<file path="config.mk">
export PLATFORM = sky130hd
export DESIGN_NAME = nibble_entropy_pool
export DESIGN_NICKNAME = d
export VERILOG_FILES = /design/src/rtl/core/nep_pkg.sv /design/src/rtl/core/nep_ram.sv /design/src/rtl/core/nibble_entropy_pool.sv
export SDC_FILE = /design/constraint.sdc
export NUM_CORES = 1
export LEC_CHECK = 0
export ABC_CLOCK_PERIOD_IN_PS = 4100
export BUFFER_PORTS_ARGS = -buffer_cell sky130_fd_sc_hd__buf_2
export CAP_MARGIN = 20
export CORE_AREA = 2 2 242 244
export CTS_CLUSTER_SIZE = 14
export DETAILED_ROUTE_END_ITERATION = 10
export DIE_AREA = 0 0 244 246
export PLACE_DENSITY = 0.72
export SLEW_MARGIN = 20
export SYNTH_ARGS = -nofsm -noshare
export SYNTH_HDL_FRONTEND = slang
export SYNTH_SLANG_ARGS = --single-unit
</file>
<file path="constraint.sdc">
create_clock -name clk -period 4.1 [get_ports clk]
set_input_delay 0.615 -clock clk [delete_from_list [all_inputs] [get_ports clk]]
set_output_delay 0.615 -clock clk [all_outputs]
set_load 0.01 [all_outputs]
</file>
<file path="src/rtl/core/nep_pkg.sv">
// Shared constants and types for the nibble entropy pool.
// No dependencies; imported by the pool top level.
`default_nettype none

package nep_pkg;

	// Pool geometry
	localparam int POOL_WORDS      = 16;
	localparam int CHUNKS_PER_WORD = 8;
	localparam int NCHUNKS         = POOL_WORDS * CHUNKS_PER_WORD;
	localparam int PTR_W           = $clog2(NCHUNKS);
	localparam int WIDX_W          = $clog2(POOL_WORDS);
	localparam int SEL_W           = $clog2(CHUNKS_PER_WORD);

	// Field widths
	localparam int NIB_W    = 4;
	localparam int WORD_W   = 32;
	localparam int FILL_W   = 7;
	localparam int CNT_W    = $clog2(WORD_W);
	localparam int STAT_W   = 2;

	localparam logic [NIB_W-1:0] NIB_MASK = 4'hF;

	// Request kinds
	typedef enum logic {
		OP_APPEND = 1'b0,
		OP_GET    = 1'b1
	} opcode_t;

	// Result status codes
	typedef enum logic [STAT_W-1:0] {
		ST_DONE  = 2'd0,
		ST_FULL  = 2'd1,
		ST_EMPTY = 2'd2
	} status_t;

endpackage

`default_nettype wire

</file>
<file path="src/rtl/core/nep_ram.sv">
// Generic single-clock RAM, one write port and one read port, registered read.
// No dependencies.
`default_nettype none

module nep_ram #(
	parameter int WIDTH = 32,
	parameter int DEPTH = 16
) (
	input  wire logic                     clk,
	input  wire logic                     we,
	input  wire logic [$clog2(DEPTH)-1:0] waddr,
	input  wire logic [WIDTH-1:0]         wdata,
	input  wire logic                     re,
	input  wire logic [$clog2(DEPTH)-1:0] raddr,
	output logic      [WIDTH-1:0]         rdata
);

	logic [WIDTH-1:0] mem_q [DEPTH];

	// Write port
	always_ff @(posedge clk) begin
		if (we) begin
			mem_q[waddr] <= wdata;
		end
	end

	// Registered read port
	always_ff @(posedge clk) begin
		if (re) begin
			rdata <= mem_q[raddr];
		end
	end

endmodule

`default_nettype wire

</file>
<file path="src/rtl/core/nibble_entropy_pool.sv">
// Top level of the nibble entropy pool: ring buffer control, nibble merge and
// a bit-serial remainder unit. Depends on nep_pkg and nep_ram.
`default_nettype none

// Ring-buffer pool of 4-bit entropy chunks packed eight to a 32-bit word and
// held in one RAM of POOL_WORDS words (no clearing pass; unwritten words are
// never read as valid data). A request with tuser 0 appends the low nibble of
// tdata; the pool holds at most POOL_WORDS*8-1 nibbles and a full pool drops
// the nibble and reports status 1 with source_enable low. A request with
// tuser 1 takes the word at the read pointer once 8 or more nibbles are held
// (else status 2) and reduces it modulo the request's bound unless the bound
// is zero. A rejected request (full pool on append, fewer than 8 nibbles on
// get) goes from acceptance straight to S_DONE; an append passes through
// S_MERGE and a get through S_LOAD, and a get with a nonzero bound then runs
// S_DIV, the remainder unit retiring one quotient bit per cycle after the
// word is loaded. The RAM read-modify-write of an append reads the word at
// acceptance and writes the merged word in S_MERGE. s_tready returns in the
// same cycle that the result enters the output register. One request is in
// flight at a time; a finished result waits in the output register while
// the next request is accepted, and a result that cannot enter the output
// register holds the sequencer until m_tready frees it.
module nibble_entropy_pool
	import nep_pkg::*;
(
	input  wire logic        clk,
	input  wire logic        arst_n,
	input  wire logic        s_tvalid,
	output logic             s_tready,
	input  wire logic [39:0] s_tdata,  // nibble[3:0], bound[35:4], zero[39:36]
	input  wire logic [0:0]  s_tuser,  // opcode[0]
	output logic             m_tvalid,
	input  wire logic        m_tready,
	output logic      [39:0] m_tdata,  // random_value[31:0], fill_level[38:32],
	                                   // source_enable[39]
	output logic      [1:0]  m_tuser   // status[1:0]
);

	typedef enum logic [4:0] {
		S_IDLE  = 5'b00001,
		S_MERGE = 5'b00010,
		S_LOAD  = 5'b00100,
		S_DIV   = 5'b01000,
		S_DONE  = 5'b10000
	} state_t;

	state_t            state_q;
	logic [PTR_W-1:0]  wp_q, rp_q, held_q;
	logic              out_valid_q;

	// Request-side payload and working registers
	logic [NIB_W-1:0]  nib_q;
	logic [SEL_W-1:0]  wsel_q;
	logic [WIDX_W-1:0] waddr_q;
	logic [WORD_W-1:0] bound_q;
	logic [WORD_W-1:0] dvd_q, rem_q;
	logic [CNT_W-1:0]  cnt_q;
	logic [WORD_W-1:0] res_value_q;
	status_t           res_status_q;

	// Output register payload
	logic [WORD_W-1:0] out_value_q;
	status_t           out_status_q;
	logic [FILL_W-1:0] out_fill_q;
	logic              out_en_q;

	// Request fields
	logic [NIB_W-1:0]  in_nib;
	logic [WORD_W-1:0] in_bound;
	opcode_t           in_op;
	logic              s_acc;
	logic              out_free;

	// Pointer arithmetic
	logic [PTR_W-1:0]  wp_inc, rp_inc;
	logic              pool_full, pool_short;

	// RAM ports
	logic              ram_re, ram_we;
	logic [WIDX_W-1:0] ram_raddr;
	logic [WORD_W-1:0] ram_wdata, ram_rdata;
	logic [CNT_W-1:0]  nib_shamt;

	// Remainder step
	logic [WORD_W:0]   rem_shift;
	logic [WORD_W:0]   rem_sub;
	logic [WORD_W-1:0] rem_next;

	// Fill level, masked to its field width at any pool size
	logic [PTR_W+FILL_W-1:0] held_ext;

	assign in_nib   = s_tdata[NIB_W-1:0];
	assign in_bound = s_tdata[NIB_W+WORD_W-1:NIB_W];
	assign in_op    = opcode_t'(s_tuser[0]);

	assign s_tready = (state_q == S_IDLE);
	assign s_acc    = s_tvalid && s_tready;
	assign out_free = !out_valid_q || m_tready;

	// Wrapping pointer increments
	assign wp_inc = (wp_q == PTR_W'(NCHUNKS - 1)) ? '0 : wp_q + PTR_W'(1);
	assign rp_inc = (rp_q == PTR_W'(NCHUNKS - CHUNKS_PER_WORD)) ? '0
	                : rp_q + PTR_W'(CHUNKS_PER_WORD);
	assign pool_full  = (wp_inc == rp_q);
	assign pool_short = (held_q < PTR_W'(CHUNKS_PER_WORD));

	// RAM read at acceptance, merge write in the following cycle
	assign ram_re    = s_acc;
	assign ram_raddr = (in_op == OP_GET) ? rp_q[PTR_W-1:SEL_W] : wp_q[PTR_W-1:SEL_W];
	assign ram_we    = (state_q == S_MERGE);
	assign nib_shamt = {wsel_q, 2'b00};
	assign ram_wdata = (ram_rdata & ~(WORD_W'(NIB_MASK) << nib_shamt))
	                 | (WORD_W'(nib_q) << nib_shamt);

	nep_ram #(
		.WIDTH (WORD_W),
		.DEPTH (POOL_WORDS)
	) u_pool_ram (
		.clk   (clk),
		.we    (ram_we),
		.waddr (waddr_q),
		.wdata (ram_wdata),
		.re    (ram_re),
		.raddr (ram_raddr),
		.rdata (ram_rdata)
	);

	// One restoring remainder step
	assign rem_shift = {rem_q, dvd_q[WORD_W-1]};
	assign rem_sub   = rem_shift - {1'b0, bound_q};
	assign rem_next  = rem_sub[WORD_W] ? rem_shift[WORD_W-1:0] : rem_sub[WORD_W-1:0];

	assign held_ext = {{FILL_W{1'b0}}, held_q};

	// Sequencer and pool pointers
	always_ff @(posedge clk or negedge arst_n) begin
		if (!arst_n) begin
			state_q     <= S_IDLE;
			wp_q        <= '0;
			rp_q        <= '0;
			held_q      <= '0;
		end else begin
			unique case (state_q)
				S_IDLE: begin
					if (s_acc) begin
						if (in_op == OP_APPEND) begin
							if (pool_full) begin
								state_q <= S_DONE;
							end else begin
								wp_q    <= wp_inc;
								held_q  <= held_q + PTR_W'(1);
								state_q <= S_MERGE;
							end
						end else begin
							if (pool_short) begin
								state_q <= S_DONE;
							end else begin
								rp_q    <= rp_inc;
								held_q  <= held_q - PTR_W'(CHUNKS_PER_WORD);
								state_q <= S_LOAD;
							end
						end
					end
				end
				S_MERGE: state_q <= S_DONE;
				S_LOAD:  state_q <= (bound_q == '0) ? S_DONE : S_DIV;
				S_DIV: begin
					if (cnt_q == '0) begin
						state_q <= S_DONE;
					end
				end
				S_DONE: begin
					if (out_free) begin
						state_q     <= S_IDLE;
					end
				end
				default: state_q <= S_IDLE;
			endcase
		end
	end

	// Output valid: set when a result is loaded, cleared when it is taken
	always_ff @(posedge clk or negedge arst_n) begin
		if (!arst_n) begin
			out_valid_q <= 1'b0;
		end else begin
			out_valid_q <= ((state_q == S_DONE) && out_free) || (out_valid_q && !m_tready);
		end
	end

	// Working payload and result
	always_ff @(posedge clk) begin
		unique case (state_q)
			S_IDLE: begin
				if (s_acc) begin
					nib_q       <= in_nib;
					wsel_q      <= wp_q[SEL_W-1:0];
					waddr_q     <= wp_q[PTR_W-1:SEL_W];
					bound_q     <= in_bound;
					res_value_q <= '0;
					if (in_op == OP_APPEND) begin
						res_status_q <= pool_full ? ST_FULL : ST_DONE;
					end else begin
						res_status_q <= pool_short ? ST_EMPTY : ST_DONE;
					end
				end
			end
			S_LOAD: begin
				res_value_q <= ram_rdata;
				dvd_q       <= ram_rdata;
				rem_q       <= '0;
				cnt_q       <= CNT_W'(WORD_W - 1);
			end
			S_DIV: begin
				rem_q <= rem_next;
				dvd_q <= {dvd_q[WORD_W-2:0], 1'b0};
				cnt_q <= cnt_q - CNT_W'(1);
				if (cnt_q == '0) begin
					res_value_q <= rem_next;
				end
			end
			S_DONE: begin
				if (out_free) begin
					out_value_q  <= res_value_q;
					out_status_q <= res_status_q;
					out_fill_q   <= held_ext[FILL_W-1:0];
					out_en_q     <= (res_status_q != ST_FULL);
				end
			end
			default: ;
		endcase
	end

	assign m_tvalid = out_valid_q;
	assign m_tdata  = {out_en_q, out_fill_q, out_value_q};
	assign m_tuser  = out_status_q;

endmodule

`default_nettype wire

</file>
-- Yosys cells after proc, flatten, opt, wreduce, memory -nomap -nowiden
Memories as Yosys holds them, arrays and structs flattened. A register that Yosys moved wholly into a read port is not among the register bits.
Index checks and enable logic that the tools add are counted.
- bits in registers: 215
- RAM bits: 512
- input port bits: 45
- output and inout bits: 44
- logic and storage cells: 92
- memories kept: 1
- memory list (memory ; depth ; bits a word ; rd ports ; clocked after memory_dff ; write ports ; line ; source):
    u_pool_ram.mem_q ; 16 ; 32 ; 1 ; 1 ; 1 ; nep_ram.sv:18 ; logic [WIDTH-1:0] mem_q [DEPTH];
- add/subtract/negate cells: 6
- order comparisons: 1
- equal/unequal tests: 14
- shift operators: 2
- muxes and demuxes: 26
- bitwise logic cells: 6
- reductions and logical operators: 18
- operator list (cell ; number):
    case mux 32 bit (2 select lines) ; 2
    two-way mux 32 bit ; 3
    case mux 32 bit (3 select lines) ; 1
    two-way mux 5 bit ; 7
    two-way mux 7 bit ; 5
    subtractor 33 x 32 -> 33 bit ; 1
    AND 32 bit ; 1
    zero test 32 bit ; 1
    NOT 32 bit ; 1
    OR 32 bit ; 1
    left shift 4 x 5 -> 32 bit ; 1
    left shift 4 x 5 -> 32 bit (first input constant) ; 1
    case mux 5 bit (5 select lines) ; 1
    adder 7 x 1 -> 7 bit (second input constant) ; 2
    == test 7 bit (second input constant) ; 2
    AND reduction 4 bit ; 3
    case mux 5 bit (2 select lines) ; 1
    != test 2 bit (second input constant) ; 4
    adder 7 x 4 -> 7 bit (second input constant) ; 1
    == test 7 bit ; 1
    less-than comparator 7 x 4 -> 1 bit (second input constant) ; 1
    subtractor 7 x 4 -> 7 bit (second input constant) ; 1
    AND reduction 3 bit ; 2
    == test 5 x 1 -> 1 bit (second input constant) ; 1
    17 further kinds ; 28

-- Longest topological paths before layout
Gate-level depths: netlist (run 1).
- depth after elaboration: 7
- depth in mapped cells: 13
- mapped depth without buffers: 11

-- By module
A second synthesis (run 1) with hierarchy kept.
- cells, all modules: 1813
- area total of the unflattened synthesis: 31082.3 µm²
- modules (own cells, without submodules) (module ; times used ; cells an instance ; area an instance (µm²) ; sequential area each (µm²)):
    nep_ram ; 1 ; 838 ; 20155.6 ; 16335.7
    nibble_entropy_pool ; 1 ; 975 ; 10926.7 ; 6247.2

-- Worst setup path after synthesis (run 1)
Ideal clock, no wire load.
- path kind: register -> register
- start point: reg state_q[4]
- end point: mem u_pool_ram.mem_q[2][0] (enable)
- library setup time: 0.461 ns
- arrival: 3.385 ns
- data required time: 3.639 ns
- path slack: 0.254 ns
- stages on the path, launching flop included: 5
- buffers on the path: 0
- period minus slack after synthesis: 3.846 ns
- cells stage by stage: dfrtp_1 > or3_1 > nor3b_1 > nand3b_1 > nor3_1
- longest elaborated chain between the ends: 3
- RTL lines (what ; line ; source):
    start: declaration ; nibble_entropy_pool.sv:46 ; state_t state_q;
    start signal: assignment ; nibble_entropy_pool.sv:165 ; S_LOAD: state_q <= (bound_q == '0) ? S_DONE : S_DIV;
    == test 5 x 2 -> 1 bit ; nibble_entropy_pool.sv:109 ; assign ram_we = (state_q == S_MERGE);
    two-way mux 1 bit ; nep_ram.sv:22 ; if (we) begin
    two-way mux 1 bit (implied by the code) ; nep_ram.sv:23 ; mem_q[waddr] <= wdata;
    end: declaration ; nep_ram.sv:18 ;
Every way passes these cells.

-- Worst setup path in the final report (run 1)
- start point: reg bound_q[0]
- end point: reg res_value_q[11] (data pin)
- longest elaborated chain between the ends: 4
- RTL lines (what ; line ; source):
    start: declaration ; nibble_entropy_pool.sv:54 ; logic [WORD_W-1:0] bound_q;
    start signal: assignment ; nibble_entropy_pool.sv:198 ; bound_q <= in_bound;
    subtractor 33 x 32 -> 33 bit ; nibble_entropy_pool.sv:129 ; assign rem_sub = rem_shift - {1'b0, bound_q};
    two-way mux 32 bit ; nibble_entropy_pool.sv:130 ; assign rem_next = rem_sub[WORD_W] ? rem_shift[WORD_W-1:0] : rem_sub[WORD_W-1:0];
    two-way mux 32 bit ; nibble_entropy_pool.sv:217 ; if (cnt_q == '0) begin
    case mux 32 bit (3 select lines) ; nibble_entropy_pool.sv:192 ; unique case (state_q)
    end signal: assignment ; nibble_entropy_pool.sv:208 ; res_value_q <= ram_rdata;
    end signal: assignment ; nibble_entropy_pool.sv:218 ; res_value_q <= rem_next;
    end: declaration ; nibble_entropy_pool.sv:57 ; logic [WORD_W-1:0] res_value_q;
Every way passes these cells. The select of a mux whose other input is x is not followed.
A chain may end at the register's enable or synchronous reset.

==> metrics.md, run 1 <==
| Metric | Value |
|---|---|
| Status | `completed` |
| Worst-Skew Late Latency | `about 620 ps` |
| Post-synthesis compound-gate area fraction | `under 10%` |
| Sw Share | `30.1%` |
| Unrepaired setup endpoints after global routing | `no` |
| Final period util | `between 80% and 90%` |
| Post-Route WL | `73.4 mm` |
| GRT met1 Usage | `between 30% and 40%` |
| Cts repair resizes | `0` |
| Synth area leader | `edfxtp_1` |
| Setup-failing EPs final | `0` |
| GR Overflow Total | `0` |
| Xor/xnor share of the synthesized area | `between 1 and 1.5%` |
| Part of the Yosys area used for sequential elements | `between 70 and 80%` |
| Clock Tree Buf Depth | `3` |
| Fill count | `about 4000` |
| Vias in the first global route | `between 15000 and 20000` |
| Io pins | `between 80 and 90` |
| Nets | `2161` |
| Remaining DRCs | `0` |
| Psw | `approximately 6900 uW` |
| Critical path origin | `bound_q[0]` |
| Number of library cell types mapped by synthesis | `75` |
| Clock share of power | `between 20 and 30%` |
| Synth Area in Adders | `about 1.6%` |
| Met3 Track Usage GR | `under 10%` |
| Pint | `16100 uW` |
| CTS clock-pin slew for the worst setup and hold paths | `roughly 60 ps` |
| VDD IR max | `roughly 0.43 mV` |
| Critical Path RT | `4430 ps` |
| Max-slew violations | `0` |
| Synth top area share | `about 69%` |
| Area contributors post-synth | `edfxtp_1 69%, mux4_2 9.1%, nand2_1 3.2%` |
| Syn Inst Count | `~1900` |
| MaxCap Viol Count | `0` |
| Setup tns final | `0 ps` |
| Worst Skew | `23.2 ps` |
| Predominant post-synthesis flop cell | `edfxtp_1` |
| Port bufs | `84` |
| Pre-antenna DRT Iters | `6` |
| Seq pwr share | `a little under half` |
| Routed vias | `around 18000` |
| R2R Path Start | `bound_q[0]` |
| Synth Warn # | `0` |
| Setup ws final | `535 ps` |
| Multiplexer share of the synthesized area | `about a tenth` |
| Part of the power in combinational logic | `a little under a quarter` |
| Final hold vios | `0` |
| Hold Crit Start | `s_tdata[17]` |
| Initial Util | `55.4%` |
| Die Ht | `246 um` |
| Total GRT Usage | `roughly a quarter` |
| Setup Fix Bufs, Post-CTS | `0` |
| Crit end category | `flip-flop` |
| Wire length per cell | `25.3 um` |
| Met2 usage | `41.9%` |
| Die ar. | `between 0.06 and 0.07 mm^2` |
| CTS buffer count | `76` |
| DR iter-0 viols | `roughly 1800` |
| Worst slack, placed | `roughly 600 ps` |
| Post-synth EDFFs | `732` |
| Num rows | `a little under 90` |
| Largest family of logic cells by synthesized area | `multiplexers` |
| Layout area overhead | `13.2%` |
| Sink Count | `~760` |
| CTS Root Cell | `clkbuf_16` |
| Simple-Gate Fraction of Synth Area | `under 10%` |
| Share of cells above drive strength 1 | `a little over a fifth` |
| CTS tree | `built` |
| HPWL after DPL | `between 40 and 50 mm` |
| Post-synth ARST share | `under 10%` |
| Peak Freq | `~280 MHz` |
| #FFs+latches synth | `approximately 760` |
| Htree depth | `3` |
| Slew HR | `about a fifth` |
| First-pass GRT wire length | `around 110 mm` |
| Crit path max fanout | `27` |
| Most used routing layer in global routing | `met2` |
| Tmin final | `3570 ps` |
| ANT nets after route | `0` |
| Post-Syn Area per Cell | `around 16 um^2` |
| Die width | `roughly 240 um` |
| Mapped Nets | `slightly above 2000` |
| Mapped Area | `0.0318 mm^2` |
| Nature of the critical path startpoint | `flip-flop` |
| WS Path Type | `reg2reg` |
| WP data arrival | `slightly below 4000 ps` |
| GPL Wtd Cong | `around 0.9` |
| Hold crit path type | `in2reg` |
| Worst Tran Pin Value | `about 1200 ps` |
| Area of the core | `0.0574 mm^2` |
| Pin count of the biggest net entering global routing | `65` |
| Drt via density | `6.28` |
| Pwr dens | `~640 mW/mm^2` |
| Initial antenna violation count | `1` |
| Leakage | `between 0.01 and 0.015 uW` |
| N_diodes | `0` |
-- worst max-delay path: stages (launching register included) --
cell and delay (ps):
edfxtp_1 410, ha_1 240, fa_1 400, nand2b_1 210, a21oi_4 220, o21bai_4 110, a2111oi_4 460, o21a_4 230
nor3_4 110, nor2_4 440, buf_12 250, o211ai_1 170
-- per-stage QoR --
step | std cells | hold WS, ps | util, % | total power [uW] | area (um^2)
3_3_place_gp | 2761 | 404 | 58.5 | 16200 | 33500
6_report | 2900 | 170 | 62.7 | 23000 | 36000
4_1_cts | 2899 | 143 | 62.7 | 23100 | 36000
5_1_grt | 2900 | 156 | 62.7 | 23900 | 36000
3_5_place_dp | 2761 | 405 | 58.5 | 16400 | 33500
2_1_floorplan | 1945 | 319 | - | 14500 | 31800
-- sequential cells by signal, indices dropped and copies added (netlist names), 5 cells and up --
signal,count
u_pool_ram.mem_q,512
bound_q,32
dvd_q,32
out_value_q,32
rem_q,32
res_value_q,32
u_pool_ram.rdata,32
held_q,7
out_fill_q,7
wp_q,7
cnt_q,5
state_q,5
-- cells by family (layout without fill, tap and decap cells) --
family / after synthesis / count (layout)
multiplexers: 166 / 166
buffers and inverters: 144 / 334
XOR/XNOR: 42 / 42
flip-flops: 756 / 756
adder cells (fa/ha/maj): 40 / 40
AO/OA/AOI/OAI: 291 / 291
AND/OR/NAND/NOR: 506 / 506
-- cell type report --
cell class	count	area, um^2	area share [%]
sequential	756	22600	62.8
multi-input combinational	1045	8750	24.3
inverter	50	189	0.525
tap	765	957	2.66
timing repair buffer	147	1090	3.03
clock buffer	90	1950	5.43
clock inverter	47	453	1.26
-- synthesized netlist by cell type, types with 6 or more instances --
cell type / count
edfxtp_1: 732
nand2_1: 273
mux4_2: 128
inv_1: 50
a21oi_1: 43
clkbuf_1: 43
o21ai_0: 42
a31oi_1: 40
nor2_1: 40
ha_1: 39
and2_1: 36
a211oi_1: 33
mux2_2: 33
nand4_1: 33
xnor2_1: 32
o211ai_1: 29
nand3_1: 28
buf_2: 26
dfrtp_1: 23
o21ai_1: 23
nor3_1: 19
buf_1: 15
and3_1: 13
o21a_1: 12
a21o_1: 10
nand3b_1: 10
nor4_1: 10
xor2_1: 10
nand2b_1: 9
nor3b_1: 8
o211ai_2: 8
nor2b_1: 7
o31ai_1: 7
o221ai_1: 6
-- cells in the final DEF, fill, tap and decap left out, types with 32 or more instances in the layout --
| master | synthesis | layout |
|---|---|---|
| a211oi_1 | 33 | 33 |
| a21oi_1 | 43 | 43 |
| a31oi_1 | 40 | 39 |
| and2_1 | 36 | 36 |
| buf_2 | 26 | 84 |
| buf_4 | 5 | 47 |
| clkbuf_16 | 0 | 77 |
| edfxtp_1 | 732 | 732 |
| ha_1 | 39 | 39 |
| inv_1 | 50 | 49 |
| mux2_2 | 33 | 33 |
| mux4_2 | 128 | 128 |
| nand2_1 | 273 | 272 |
| nand4_1 | 33 | 33 |
| o21ai_0 | 42 | 42 |
| xnor2_1 | 32 | 32 |
-- power by group through the flow --
stage                     clock network, uW  logic (uW)  registers (uW)
after floorplan                           0        3920           10600
after global placement                    0        5250           10900
after detailed placement                  0        5410           10900
after CTS                              6850        5460           10800
after global routing                   7110        5970           10900
final                                  6720        5470           10800
-- final timing paths --
check                                   to  slack, ps  cells after the start
setup reg to reg           res_value_q[11]        530                     11
hold / removal                 bound_q[13]        170                      1
setup / recovery           res_value_q[11]        530                     11
max in group asynchronous       state_q[0]       3210                      2
min in group asynchronous        held_q[2]        510                      2
hold reg to reg            out_value_q[12]        410                      0
-- layer usage --
metal / vias up / wire length (um)
met5: - / 0
met4: 0 / 2470
met3: 166 / 5120
met2: 807 / 36900
met1: 9318 / 28800
li1: 7933 / -
-- repair_timing --
item / in CTS / in global routing
hold endpoints to repair: 23 / 0
endpoints found under the setup margin: 0 / 0
hold buffers: 1 / 0
(Power assumes the default switching activity.)
==> inputs of run 2 (changes only) <==
--- a/config.mk
+++ b/config.mk
@@ -5,13 +5,14 @@
 export SDC_FILE = /design/constraint.sdc
 export NUM_CORES = 1
 export LEC_CHECK = 0
+export ABC_AREA = 1
 export ABC_CLOCK_PERIOD_IN_PS = 4100
 export BUFFER_PORTS_ARGS = -buffer_cell sky130_fd_sc_hd__buf_2
 export CAP_MARGIN = 20
-export CORE_AREA = 2 2 242 244
+export CORE_AREA = 2 2 248 250
 export CTS_CLUSTER_SIZE = 14
 export DETAILED_ROUTE_END_ITERATION = 10
-export DIE_AREA = 0 0 244 246
+export DIE_AREA = 0 0 250 252
 export PLACE_DENSITY = 0.72
 export SLEW_MARGIN = 20
 export SYNTH_ARGS = -nofsm -noshare
==> metrics.md, run 2 <==
| Metric | Value |
|---|---|
| Status | `completed` |
| WS Path Type | `reg2reg` |
| Drt via density | `roughly 5.6` |
| Tmin final | `just over 3000 ps` |
| GPL Wtd Cong | `between 1 and 1.5` |
| Setup Fix Bufs, Post-CTS | `0` |
| Predominant post-synthesis flop cell | `edfxtp_1` |
| Commonest non-fill, non-tap cell in the layout | `edfxtp_1` |
| Reg with most FFs | `u_pool_ram.mem_q` |
| Syn Inst Count | `roughly 3000` |
| Sum of buffers and inverters on the critical path | `2` |
| Critical path origin | `state_q[2]` |
| CTS Root Cell | `clkbuf_16` |
| Worst-Skew Late Latency | `between 600 and 700 ps` |
| DR iter-0 viols | `just under 2000` |
| ANT nets after route | `0` |
| CTS buffer count | `77` |
| Worst Skew | `27.2 ps` |
| Htree depth | `3` |
| Post-synth EDFFs | `about 730` |
| Critical Path Stages | `6` |
| N_diodes | `0` |
| Post-Syn Area per Cell | `11.1 um^2` |
| R2R depth | `6` |
| Number of library cell types mapped by synthesis | `45` |
| Routed vias | `22100` |
| WHS Path Cells | `1` |
| Share of cells above drive strength 1 | `between 10% and 20%` |
| Synth Warn # | `0` |
| Area contributors post-synth | `edfxtp_1 66%, nand2_1 7.4%, inv_1 5.4%` |
| Remaining DRCs | `0` |
| Pin count of the biggest net entering global routing | `between 150 and 200` |
| Port bufs | `84` |
| Top-count cell post-synth | `edfxtp_1` |
| Area of the core | `roughly 0.060 mm^2` |
| Peak Freq | `325 MHz` |
| Part of the Yosys area used for sequential elements | `67.6%` |
| Pwr dens | `651 mW/mm^2` |
| Die width | `around 250 um` |
| Critical Path RT | `around 4400 ps` |
| #FFs+latches synth | `around 760` |
| Vias in the first global route | `around 22000` |
| CTS clock-pin slew for the worst setup and hold paths | `approximately 60 ps` |
| Num rows | `90` |
| Max reg flops | `512` |
| Wire length per cell | `about 20 um` |
| Nets | `~3200` |
| Worst Tran Pin Value | `1010 ps` |
| Pre-antenna DRT Iters | `6` |
| Fill count | `between 4000 and 5000` |
| Post-synth ARST share | `roughly 3.2%` |
| Setup ws final | `about 1000 ps` |
| Unrepaired setup endpoints after global routing | `no` |
| Nature of the critical path startpoint | `flip-flop` |
| Die Ht | `about 250 um` |
| Synth area leader | `edfxtp_1` |
| Initial antenna violation count | `0` |
| Largest stage delay on the critical path | `between 600 and 700 ps` |
| Worst slack, placed | `~1100 ps` |
| Setup tns final | `0 ps` |
| First-pass GRT wire length | `approximately 120 mm` |
| Cell breakdown of the critical path | `nor2_1 -> inv_1 -> nor4_1 -> nand3_1 -> nor2_4 -> buf_12` |
| Hold Crit Start | `s_tdata[13]` |
| Initial Util | `a little under three fifths` |
| HPWL after DPL | `between 40 and 50 mm` |
| Final period util | `~75%` |
| Clock Tree Buf Depth | `3` |
| Post-Route WL | `between 70 and 80 mm` |
| Mapped Nets | `3105` |
| Mapped Area | `approximately 0.033 mm^2` |
| MaxCap Viol Count | `0` |
| Setup-failing EPs final | `0` |
| Crit end category | `flip-flop` |
| Most frequent cells after synthesis | `732 x edfxtp_1, 656 x nand2_1, 483 x inv_1` |
| Leakage | `between 0.015 and 0.02 uW` |
| Synth top area share | `about 66%` |
| Most frequent cells in the layout | `732 x edfxtp_1, 655 x nand2_1, 482 x inv_1, 220 x nand3_1, 215 x o21ai_0` |
| Sink Count | `around 760` |
| Final hold vios | `0` |
| Worst path slowest cell | `nor2_4` |
| CTS tree | `built` |
| Max-slew violations | `0` |
| Total GRT Usage | `between 20% and 30%` |
| Die ar. | `approximately 0.063 mm^2` |
| Slew HR | `~32%` |
| Io pins | `89` |
| GR Overflow Total | `0` |
| Layout area overhead | `12.6%` |
| WP data arrival | `between 3000 and 4000 ps` |
| Pwr Total | `24500 uW` |
| Hold crit path type | `in2reg` |
| R2R Path Start | `state_q[2]` |
| Crit path max fanout | `20` |
| Top delay family on crit path | `simple AND/OR/NAND/NOR gates` |
| VDD IR max | `0.539 mV` |
## run 2: changes by cell type after synthesis, sizes merged, moves of 33 or more
cell	before	now
and2	39	1
mux4	128	0
buf	51	86
nor2	41	87
nand2	274	679
a31oi	40	2
o21ai	66	224
o211ai	37	100
a21oi	44	191
a211oi	33	0
inv	50	487
mux2	33	0
nand3	28	231
## run 2: cell type report
cell class	instances	area (um^2)	share of cell area, %
clock buffer	96	2050	5.45
clock inverter	43	468	1.24
inverter	487	1830	4.87
multi-input combinational	1652	8570	22.8
sequential	756	22600	60.0
tap	782	978	2.60
timing repair buffer	166	1150	3.06
## run 2: per-layer routing
metal	up-vias	track usage (%)	part of all wire [%]	wire (um)
li1	10600	-	-	-
met1	10600	31.0	39	31100
met2	710	45.0	51	40400
met3	194	3.83	6.4	5070
met4	0	11.4	4.0	3220
met5	-	0	0	0
## run 2: kinds of logic after synthesis
kind of cell / count (synthesis) / synth area share [%]
and+or+nand+nor: 1043 / 13.6
DFF: 756 / 67.6
buffers and inverters: 612 / 7.30
AOI/OAI and AO/OA: 540 / 9.19
adders and majority gates: 40 / 1.52
xor gates and xnor gates: 28 / 0.734
muxes: 1 / 0.0300
## run 2: worst paths after layout
check / slack (ps) / end
setup reg to reg: 1020 / u_pool_ram.mem_q[7][4]
max in group asynchronous: 3210 / state_q[0]
hold / removal: 170 / bound_q[9]
setup / recovery: 1020 / u_pool_ram.mem_q[7][4]
hold reg to reg: 420 / out_value_q[3]
min in group asynchronous: 520 / m_tvalid
## run 2: what timing repair did
item | CTS | global route
hold buffers | 1 | 0
endpoints found under the hold margin | 22 | 0
resized for setup | 0 | 0
## run 2: through the flow
step / hold WS (ps) / instances / utilization [%] / instance area [um^2]
3_3_place_gp: 403 / 3840 / 58.3 / 35100
3_5_place_dp: 405 / 3841 / 58.3 / 35100
2_1_floorplan: 319 / 3020 / - / 33400
6_report: 171 / 3982 / 62.6 / 37600
4_1_cts: 141 / 3981 / 62.5 / 37600
5_1_grt: 149 / 3982 / 62.6 / 37600
## run 2: power breakdown
part / total, uW / switching [uW] / internal [uW] / leakage [uW]
combinational: 6600 / 4660 / 1930 / 0.00705
sequential: 10900 / 551 / 10300 / 0.00696
clock: 7010 / 2880 / 4130 / 0.00124
